### src/rtl/core/slam_pkg.sv
`timescale 1ns / 1ps
`default_nettype none
// ----------------------------------------------------------------------------
// slam_pkg
// Types and constants shared by the sound level alarm monitor.
// ----------------------------------------------------------------------------
package slam_pkg;

  localparam int unsigned SampleBits = 10;
  localparam int unsigned AmpW       = SampleBits + 1;
  localparam int unsigned LevelW     = 7;
  localparam int unsigned RedW       = 11;
  localparam int unsigned GreenW     = 10;
  localparam int unsigned CountW     = 8;
  localparam int unsigned CfgIdxW    = 2;
  localparam int unsigned CfgDataW   = 8;

  localparam int unsigned FullScale  = 1 << SampleBits;
  localparam int unsigned DbLow      = 40;
  localparam int unsigned DbSpan     = 110 - 40;
  localparam int unsigned PwmTop     = 1024;
  localparam int unsigned PwmShift   = 10;
  localparam int unsigned PwmFloor   = 100;
  localparam int unsigned PwmSpan    = 1024 - 100;
  localparam int unsigned GreenTop   = 1023;

  localparam int unsigned LevelProdW = AmpW + 7;
  localparam int unsigned DutyProdW  = RedW + 10;

  localparam logic [LevelW-1:0] DangerLevelRst = LevelW'(85);
  localparam logic [CountW-1:0] DangerCountRst = CountW'(100);
  localparam logic [CountW-1:0] BlinkPeriodRst = CountW'(10);

  typedef enum logic [CfgIdxW-1:0] {
    CfgDangerLevel = 2'd0,
    CfgDangerCount = 2'd1,
    CfgBlinkPeriod = 2'd2
  } cfg_idx_e;

  typedef enum logic [1:0] {
    FuncSample    = 2'd0,
    FuncWindowEnd = 2'd1,
    FuncBlinkTick = 2'd2
  } func_e;

  typedef enum logic {
    KindWindow = 1'b0,
    KindBlink  = 1'b1
  } kind_e;

  typedef struct packed {
    func_e                 func;
    logic [SampleBits-1:0] sample_value;
  } in_word_t;

  typedef struct packed {
    kind_e             result_kind;
    logic [AmpW-1:0]   amplitude;
    logic [LevelW-1:0] level_db;
    logic              display_update;
    logic [RedW-1:0]   red_duty;
    logic [GreenW-1:0] green_duty;
    logic              danger_alert;
    logic              blinking;
    logic              leds_enabled;
  } out_word_t;

endpackage
`default_nettype wire

### src/rtl/core/sound_level_alarm_monitor_core.sv
`timescale 1ns / 1ps
`default_nettype none
// ----------------------------------------------------------------------------
// sound_level_alarm_monitor_core
// Window peak-to-peak tracker with dB estimate, LED duties and danger alarm.
// ----------------------------------------------------------------------------
// One word is accepted per clock. Samples update the window min/max and give
// no result; a window-end or blink-tick word gives one result word, registered
// in the output or the skid register. A two-entry output queue (output
// register plus skid register) lets input flow on while a result waits; input
// stalls only when both entries are full. All arithmetic (min/max compare,
// constant scaling for level and duties) is done in the acceptance cycle.
module sound_level_alarm_monitor_core (
  input  wire logic                         clk_i,
  input  wire logic                         rst_ni,
  input  wire logic                         cfg_we_i,
  input  wire logic [slam_pkg::CfgIdxW-1:0] cfg_idx_i,
  input  wire logic [slam_pkg::CfgDataW-1:0] cfg_data_i,
  input  wire logic                         in_valid_i,
  output logic                              in_ready_o,
  input  wire slam_pkg::in_word_t           in_data_i,
  output logic                              out_valid_o,
  input  wire logic                         out_ready_i,
  output slam_pkg::out_word_t               out_data_o
);
  import slam_pkg::*;

  logic [LevelW-1:0]     danger_level_q;
  logic [CountW-1:0]     danger_count_q;
  logic [CountW-1:0]     blink_period_q;

  logic [SampleBits-1:0] win_max_q, win_max_d;
  logic [AmpW-1:0]       win_min_q, win_min_d;
  logic [LevelW-1:0]     shown_level_q, shown_level_d;
  logic [CountW-1:0]     loud_count_q, loud_count_d;
  logic                  blink_mode_q, blink_mode_d;
  logic                  toggle_phase_q, toggle_phase_d;
  logic [CountW-1:0]     tick_count_q, tick_count_d;
  logic                  channel_on_q, channel_on_d;
  logic [RedW-1:0]       red_hold_q, red_hold_d;
  logic [GreenW-1:0]     green_hold_q, green_hold_d;

  out_word_t             out_q, skid_q, res_w;
  logic                  out_valid_q, skid_valid_q;
  logic                  in_fire, out_fire, push;

  logic [AmpW-1:0]       amp;
  logic [LevelProdW-1:0] level_prod;
  logic [LevelW-1:0]     level;
  logic [RedW-1:0]       red_in;
  logic [DutyProdW-1:0]  red_prod, green_prod;
  logic [RedW-1:0]       red_val;
  logic [GreenW-1:0]     green_val;
  logic [CountW-1:0]     loud_inc, tick_inc;

  assign in_ready_o  = !skid_valid_q;
  assign in_fire     = in_valid_i && in_ready_o;
  assign out_valid_o = out_valid_q;
  assign out_data_o  = out_q;
  assign out_fire    = out_valid_q && out_ready_i;

  // window arithmetic
  assign amp = ({1'b0, win_max_q} >= win_min_q) ? ({1'b0, win_max_q} - win_min_q)
                                                : (win_min_q - {1'b0, win_max_q});
  assign level_prod = LevelProdW'(amp) * LevelProdW'(DbSpan);
  assign level      = LevelW'(level_prod >> SampleBits) + LevelW'(DbLow);
  assign red_in     = (DutyProdW'(amp) > DutyProdW'(PwmTop)) ? RedW'(PwmTop) : RedW'(amp);
  assign red_prod   = DutyProdW'(red_in) * DutyProdW'(PwmSpan);
  assign red_val    = RedW'(red_prod >> PwmShift) + RedW'(PwmFloor);
  assign green_prod = DutyProdW'(RedW'(GreenTop) - RedW'(amp)) * DutyProdW'(PwmSpan);
  assign green_val  = (DutyProdW'(amp) >= DutyProdW'(GreenTop)) ? GreenW'(PwmFloor)
                      : GreenW'(green_prod >> PwmShift) + GreenW'(PwmFloor);
  assign loud_inc   = loud_count_q + CountW'(1);
  assign tick_inc   = tick_count_q + CountW'(1);

  always_comb begin
    win_max_d      = win_max_q;
    win_min_d      = win_min_q;
    shown_level_d  = shown_level_q;
    loud_count_d   = loud_count_q;
    blink_mode_d   = blink_mode_q;
    toggle_phase_d = toggle_phase_q;
    tick_count_d   = tick_count_q;
    channel_on_d   = channel_on_q;
    red_hold_d     = red_hold_q;
    green_hold_d   = green_hold_q;
    push           = 1'b0;
    res_w          = '0;
    unique case (in_data_i.func)
      FuncSample: begin
        if (in_data_i.sample_value > win_max_q) begin
          win_max_d = in_data_i.sample_value;
        end
        if ({1'b0, in_data_i.sample_value} < win_min_q) begin
          win_min_d = {1'b0, in_data_i.sample_value};
        end
      end
      FuncWindowEnd: begin
        push                 = 1'b1;
        res_w.result_kind    = KindWindow;
        res_w.amplitude      = amp;
        res_w.level_db       = level;
        if (level != shown_level_q) begin
          shown_level_d        = level;
          res_w.display_update = 1'b1;
          red_hold_d           = red_val;
          green_hold_d         = green_val;
        end
        if (level > danger_level_q) begin
          loud_count_d = loud_inc;
          if (loud_inc == danger_count_q) begin
            blink_mode_d       = 1'b1;
            res_w.danger_alert = 1'b1;
            loud_count_d       = '0;
          end
        end else begin
          loud_count_d = '0;
          blink_mode_d = 1'b0;
        end
        win_max_d = '0;
        win_min_d = AmpW'(FullScale);
      end
      FuncBlinkTick: begin
        push              = 1'b1;
        res_w.result_kind = KindBlink;
        res_w.level_db    = shown_level_q;
        if (blink_mode_q) begin
          tick_count_d = tick_inc;
          if (tick_inc == blink_period_q) begin
            channel_on_d   = !toggle_phase_q;
            toggle_phase_d = !toggle_phase_q;
            tick_count_d   = '0;
          end
        end else begin
          channel_on_d = 1'b1;
        end
      end
      default: begin
      end
    endcase
    res_w.red_duty     = red_hold_d;
    res_w.green_duty   = green_hold_d;
    res_w.blinking     = blink_mode_d;
    res_w.leds_enabled = channel_on_d;
  end

  always_ff @(posedge clk_i or negedge rst_ni) begin
    if (!rst_ni) begin
      danger_level_q <= DangerLevelRst;
      danger_count_q <= DangerCountRst;
      blink_period_q <= BlinkPeriodRst;
    end else if (cfg_we_i) begin
      unique case (cfg_idx_i)
        CfgDangerLevel: danger_level_q <= LevelW'(cfg_data_i);
        CfgDangerCount: danger_count_q <= cfg_data_i;
        CfgBlinkPeriod: blink_period_q <= cfg_data_i;
        default: begin
        end
      endcase
    end
  end

  always_ff @(posedge clk_i or negedge rst_ni) begin
    if (!rst_ni) begin
      win_max_q      <= '0;
      win_min_q      <= AmpW'(FullScale);
      shown_level_q  <= '0;
      loud_count_q   <= '0;
      blink_mode_q   <= 1'b0;
      toggle_phase_q <= 1'b0;
      tick_count_q   <= '0;
      channel_on_q   <= 1'b1;
      red_hold_q     <= RedW'(GreenTop);
      green_hold_q   <= GreenW'(GreenTop);
    end else if (in_fire) begin
      win_max_q      <= win_max_d;
      win_min_q      <= win_min_d;
      shown_level_q  <= shown_level_d;
      loud_count_q   <= loud_count_d;
      blink_mode_q   <= blink_mode_d;
      toggle_phase_q <= toggle_phase_d;
      tick_count_q   <= tick_count_d;
      channel_on_q   <= channel_on_d;
      red_hold_q     <= red_hold_d;
      green_hold_q   <= green_hold_d;
    end
  end

  // two-entry result queue
  always_ff @(posedge clk_i or negedge rst_ni) begin
    if (!rst_ni) begin
      out_valid_q  <= 1'b0;
      skid_valid_q <= 1'b0;
    end else begin
      if (out_fire) begin
        if (skid_valid_q) begin
          skid_valid_q <= 1'b0;
        end else begin
          out_valid_q <= in_fire && push;
        end
      end else if (!out_valid_q) begin
        out_valid_q <= in_fire && push;
      end else if (in_fire && push) begin
        skid_valid_q <= 1'b1;
      end
    end
  end

  always_ff @(posedge clk_i) begin
    if (out_fire && skid_valid_q) begin
      out_q <= skid_q;
    end else if ((out_fire || !out_valid_q) && in_fire && push) begin
      out_q <= res_w;
    end else if (out_valid_q && !out_fire && in_fire && push) begin
      skid_q <= res_w;
    end
  end

`ifndef SYNTHESIS
  a_skid_needs_out: assert property (@(posedge clk_i) disable iff (!rst_ni)
    skid_valid_q |-> out_valid_q)
    else $error("skid entry held without output entry");

  a_result_follows: assert property (@(posedge clk_i) disable iff (!rst_ni)
    (in_fire && (in_data_i.func == FuncWindowEnd || in_data_i.func == FuncBlinkTick))
    |=> out_valid_o)
    else $error("result word missing after window end or blink tick");

  a_blink_clear_src: assert property (@(posedge clk_i) disable iff (!rst_ni)
    $fell(blink_mode_q) |-> $past(in_fire && in_data_i.func == FuncWindowEnd))
    else $error("blink mode cleared outside a window end");

  a_green_floor: assert property (@(posedge clk_i) disable iff (!rst_ni)
    out_valid_o |-> (out_data_o.green_duty >= GreenW'(PwmFloor)))
    else $error("green duty below floor");
`endif

endmodule
`default_nettype wire
### config.mk
export PLATFORM = sky130hd
export DESIGN_NAME = sound_level_alarm_monitor_core
export DESIGN_NICKNAME = d
export VERILOG_FILES = /design/src/rtl/core/slam_pkg.sv /design/src/rtl/core/sound_level_alarm_monitor_core.sv
export SDC_FILE = /design/constraint.sdc
export NUM_CORES = 1
export LEC_CHECK = 0
export ABC_AREA = 0
export CAP_MARGIN = 10
export CORE_ASPECT_RATIO = 1.25
export CORE_MARGIN = 1.5
export CORE_UTILIZATION = 60
export CTS_BUF_LIST = sky130_fd_sc_hd__clkbuf_4
export CTS_CLUSTER_DIAMETER = 100
export DETAILED_ROUTE_END_ITERATION = 8
export DONT_BUFFER_PORTS = 1
export PLACE_DENSITY = 0.76
export SYNTH_ARGS = -nofsm -noshare
export SYNTH_HDL_FRONTEND = slang
export SYNTH_SLANG_ARGS = --single-unit
### constraint.sdc
create_clock -name clk_i -period 12.7 [get_ports clk_i]
set_input_delay 0 -clock clk_i [delete_from_list [all_inputs] [get_ports clk_i]]
set_output_delay 0 -clock clk_i [all_outputs]
set_load 0.02 [all_outputs]
==> impl_metrics.csv <==
group,metric,value,unit
critical_path,cp_slowest_cell,"xnor2_1",
synthesis,ys_types,78,
critical_path,cp-end-kind,"flop",
synthesis,ys_seq_area_share,34.1,%
cts,cts_tree,"built",
critical_path,reg2reg_from,"win_max_q[4]",
grt,grt.overflow.total,0,
cts,cts_root_buf,"clkbuf_4",
sta,hold_violations,0,
synthesis,netlist_area,14700,um2
cts,path_clk_slew,0.15,ns
sta,setup_viol,0,
placement,postPlaceCellArea,15100,um2
synthesis,synth_top_area_share,18.0,%
synthesis,synthesis.nets,1691,
floorplanning,die-area,25400,um2
critical_path,slowest_delay,0.62,ns
placement,dp.final_hpwl,23800,um
routing,drt-initial-drc-count,482,
floorplanning,io_pins,73,
routing,avgRoutedWirePerCell,17.8,um
sta,maxSlewViolCount,0,
cts,cts_buffer_depth,2,
critical_path,r2r_slack,2.25,ns
sta,fmax,0.0957,GHz
grt,grtUsageTotal,27.1,%
floorplanning,core,23900,um2
synthesis,async_flop_share,51.4,%
sta,max_slew.worst_pin.slew,1.13,ns
critical_path,reg2reg_depth,37,
finish,area_growth_syn_to_layout,7.73,%
finish,mostFrequentLayoutCell,"inv_1",
finish,drive_gt1_share,11.6,%
finish,num-nets-final,1733,
synthesis,synth_edf_count,88,
floorplanning,initial_core_util,61.5,%
finish,layout_common_cells,"194 x inv_1, 167 x ha_1, 111 x nand2_1",
grt,grt_pass1_vias,10930,
grt,antenna_found_initial,1,
min_path,hold_class,"input pin to flop",
routing,drc,0,
sta,max_slew_margin,24.7,%
critical_path,start_kind,"flop",
critical_path,worst-path-max-fanout,11,
sta,finalWorstSetupSlack,2.25,ns
placement,post-place-ws,2.29,ns
flow_run,drv_cap,0,
critical_path,critPathLaunch,"win_max_q[4]",
synthesis,synth-seq-cells,181,
critical_path,r2r-end,"out_data_o[19]",
cts,cts.sinks,181,
sta,tns,0,ns
finish,design_area,15800,um2
sta,period_share,82.2,%
synthesis,synthTopCellsByArea,"edfxtp_1 18%, ha_1 14%, dfrtp_1 11%, fa_1 9.8%, dfstp_2 5.5%",
sta,fin_skew,0.0361,ns
placement,port_buffers,0,
critical_path,cp.required,13.07,ns
routing,viasPerCell,5.84,
grt,grt_pass1_wl,53600,um
floorplanning,fp.dieW,143,um
grt,grt_max_degree,57,
synthesis,yosys_warnings,0,
critical_path,cp.arrival,10.82,ns
routing,vias,10554,
cts,clock_latency,0.60,ns
critical_path,endpoint,"out_data_o[19]",
synthesis,synth.avg_cell_area,10.3,um2
cts,htree_levels,4,
synthesis,synth_largest_area_cell,"edfxtp_1",
critical_path,critPathKind,"flop to flop",
sta,min_period,10.45,ns
routing,drt_pass1_iterations,5,
run_status,outcome,"finished clean",
finish,final_util,66.2,%
sta,rsz0062_at_grt,"no",
routing,ant_nets,0,
floorplanning,rows,63,
min_path,whs_path_depth,5,
placement,gp_congestion,0.895,
cts,numCtsBuffers,17,
critical_path,cpMostUsedCell,"inv_1",
routing,route.final.wire_length,32100,um
floorplanning,fp.dieH,178,um
synthesis,ys.flop_type,"edfxtp_1",
synthesis,syn_inst,1425,
## synthesized netlist by cell type, types with 4 or more instances
cell type and n:
o22ai_1 6, mux2_4 9, o31ai_1 5, a31oi_1 11, o21a_1 9, nand3_1 26, or3_1 5, o21ai_0 66
fa_1 72, nor2_1 62, ha_1 167, edfxtp_1 88, mux2_2 63, a21oi_1 65, nor2b_1 29, nor3_1 21
a22o_1 9, nand3b_1 5, and3_1 6, nand4_1 10, o21ai_1 10, nand2b_1 11, dfstp_2 31, xnor2_1 45
inv_1 194, nor4_1 4, mux2i_1 13, dfrtp_1 62, or2_2 5, clkbuf_1 25, a21o_1 17, xor2_1 30
nand2_1 111, buf_2 5, nand4b_1 4, a211oi_1 8, o31a_1 5, and2_1 18, a22oi_1 10, mux2_1 25
## registers in the layout, indices dropped and copies added (netlist names)
register        count
green_hold_q       10
win_max_q          10
tick_count_q        8
skid_valid_q        1
loud_count_q        8
red_hold_q         11
win_min_q          11
skid_q             44
danger_level_q      7
blink_mode_q        1
danger_count_q      8
out_data_o         44
toggle_phase_q      1
shown_level_q       7
out_valid_o         1
blink_period_q      8
channel_on_q        1
## logic make-up after synthesis
family          after synthesis  share of synthesized area, %
fa+ha+maj                   239                          24.0
xor+xnor                     77                          4.80
flops                       181                          34.1
compound gates              257                          11.3
simple gates                330                          11.2
mux                         110                          8.55
buf+inv                     231                          6.09
## routing by layer
metal | GRT usage [%] | wire length (um) | vias up
li1 | - | - | 5018
met2 | 49.3 | 16900 | 241
met5 | 0 | 0 | -
met3 | 3.99 | 1070 | 72
met1 | 31.0 | 12800 | 5223
met4 | 12.5 | 1380 | 0
## how the worst min path moves through the flow
| stage | slack [ns] | from | end |
|---|---|---|---|
| 3_5_place_dp | -0.29 | rst_ni | win_min_q[3] |
| 2_1_floorplan | -0.30 | rst_ni | blink_mode_q |
| 3_3_place_gp | -0.29 | rst_ni | win_max_q[3] |
| 4_1_cts | 0.001 | in_data_i[6] | win_min_q[10] |
| 5_1_grt | 0.05 | in_data_i[6] | win_min_q[10] |
| 6_report | 0.03 | in_data_i[6] | win_min_q[10] |
## through the flow
| stage | hold WS, ns | cells |
|---|---|---|
| finish | 0.0302 | 1806 |
| global route | 0.0503 | 1806 |
| CTS | 0.00118 | 1805 |
| detailed placement | -0.292 | 1729 |
| global placement | -0.292 | 1729 |
| floorplan | -0.296 | 1425 |
## final cells by class
| class | instances | area (um2) |
|---|---|---|
| Inverter | 198 | 746 |
| Clock inverter | 13 | 148 |
| Multi-Input combinational cell | 1013 | 8800 |
| Fill cell | 1803 | 8060 |
| Clock buffer | 19 | 143 |
| Tap cell | 325 | 407 |
| Timing Repair Buffer | 56 | 566 |
| Sequential cell | 181 | 5010 |
| Antenna cell | 1 | 2.50 |
## what timing repair did
action | in CTS | in global routing
hold endpoints to repair | 152 | 0
buffers inserted | 0 | 0
gates resized for setup | 0 | 0
hold buffers | 44 | 0
## worst max-delay path, delay by kind of cell, from the launching register on
family | cells | cell delay (ns)
buffers and inverters | 5 | 0.64
DFF | 1 | 0.37
muxes | 4 | 1.07
and+or+nand+nor | 5 | 1.17
xor gates and xnor gates | 3 | 1.15
AOI/OAI and AO/OA | 12 | 2.51
adders and majority gates | 8 | 3.31
Power is left out: the tool's default activity adds up to more than one toggle a clock period on the data nets, which glitch-free logic cannot reach.
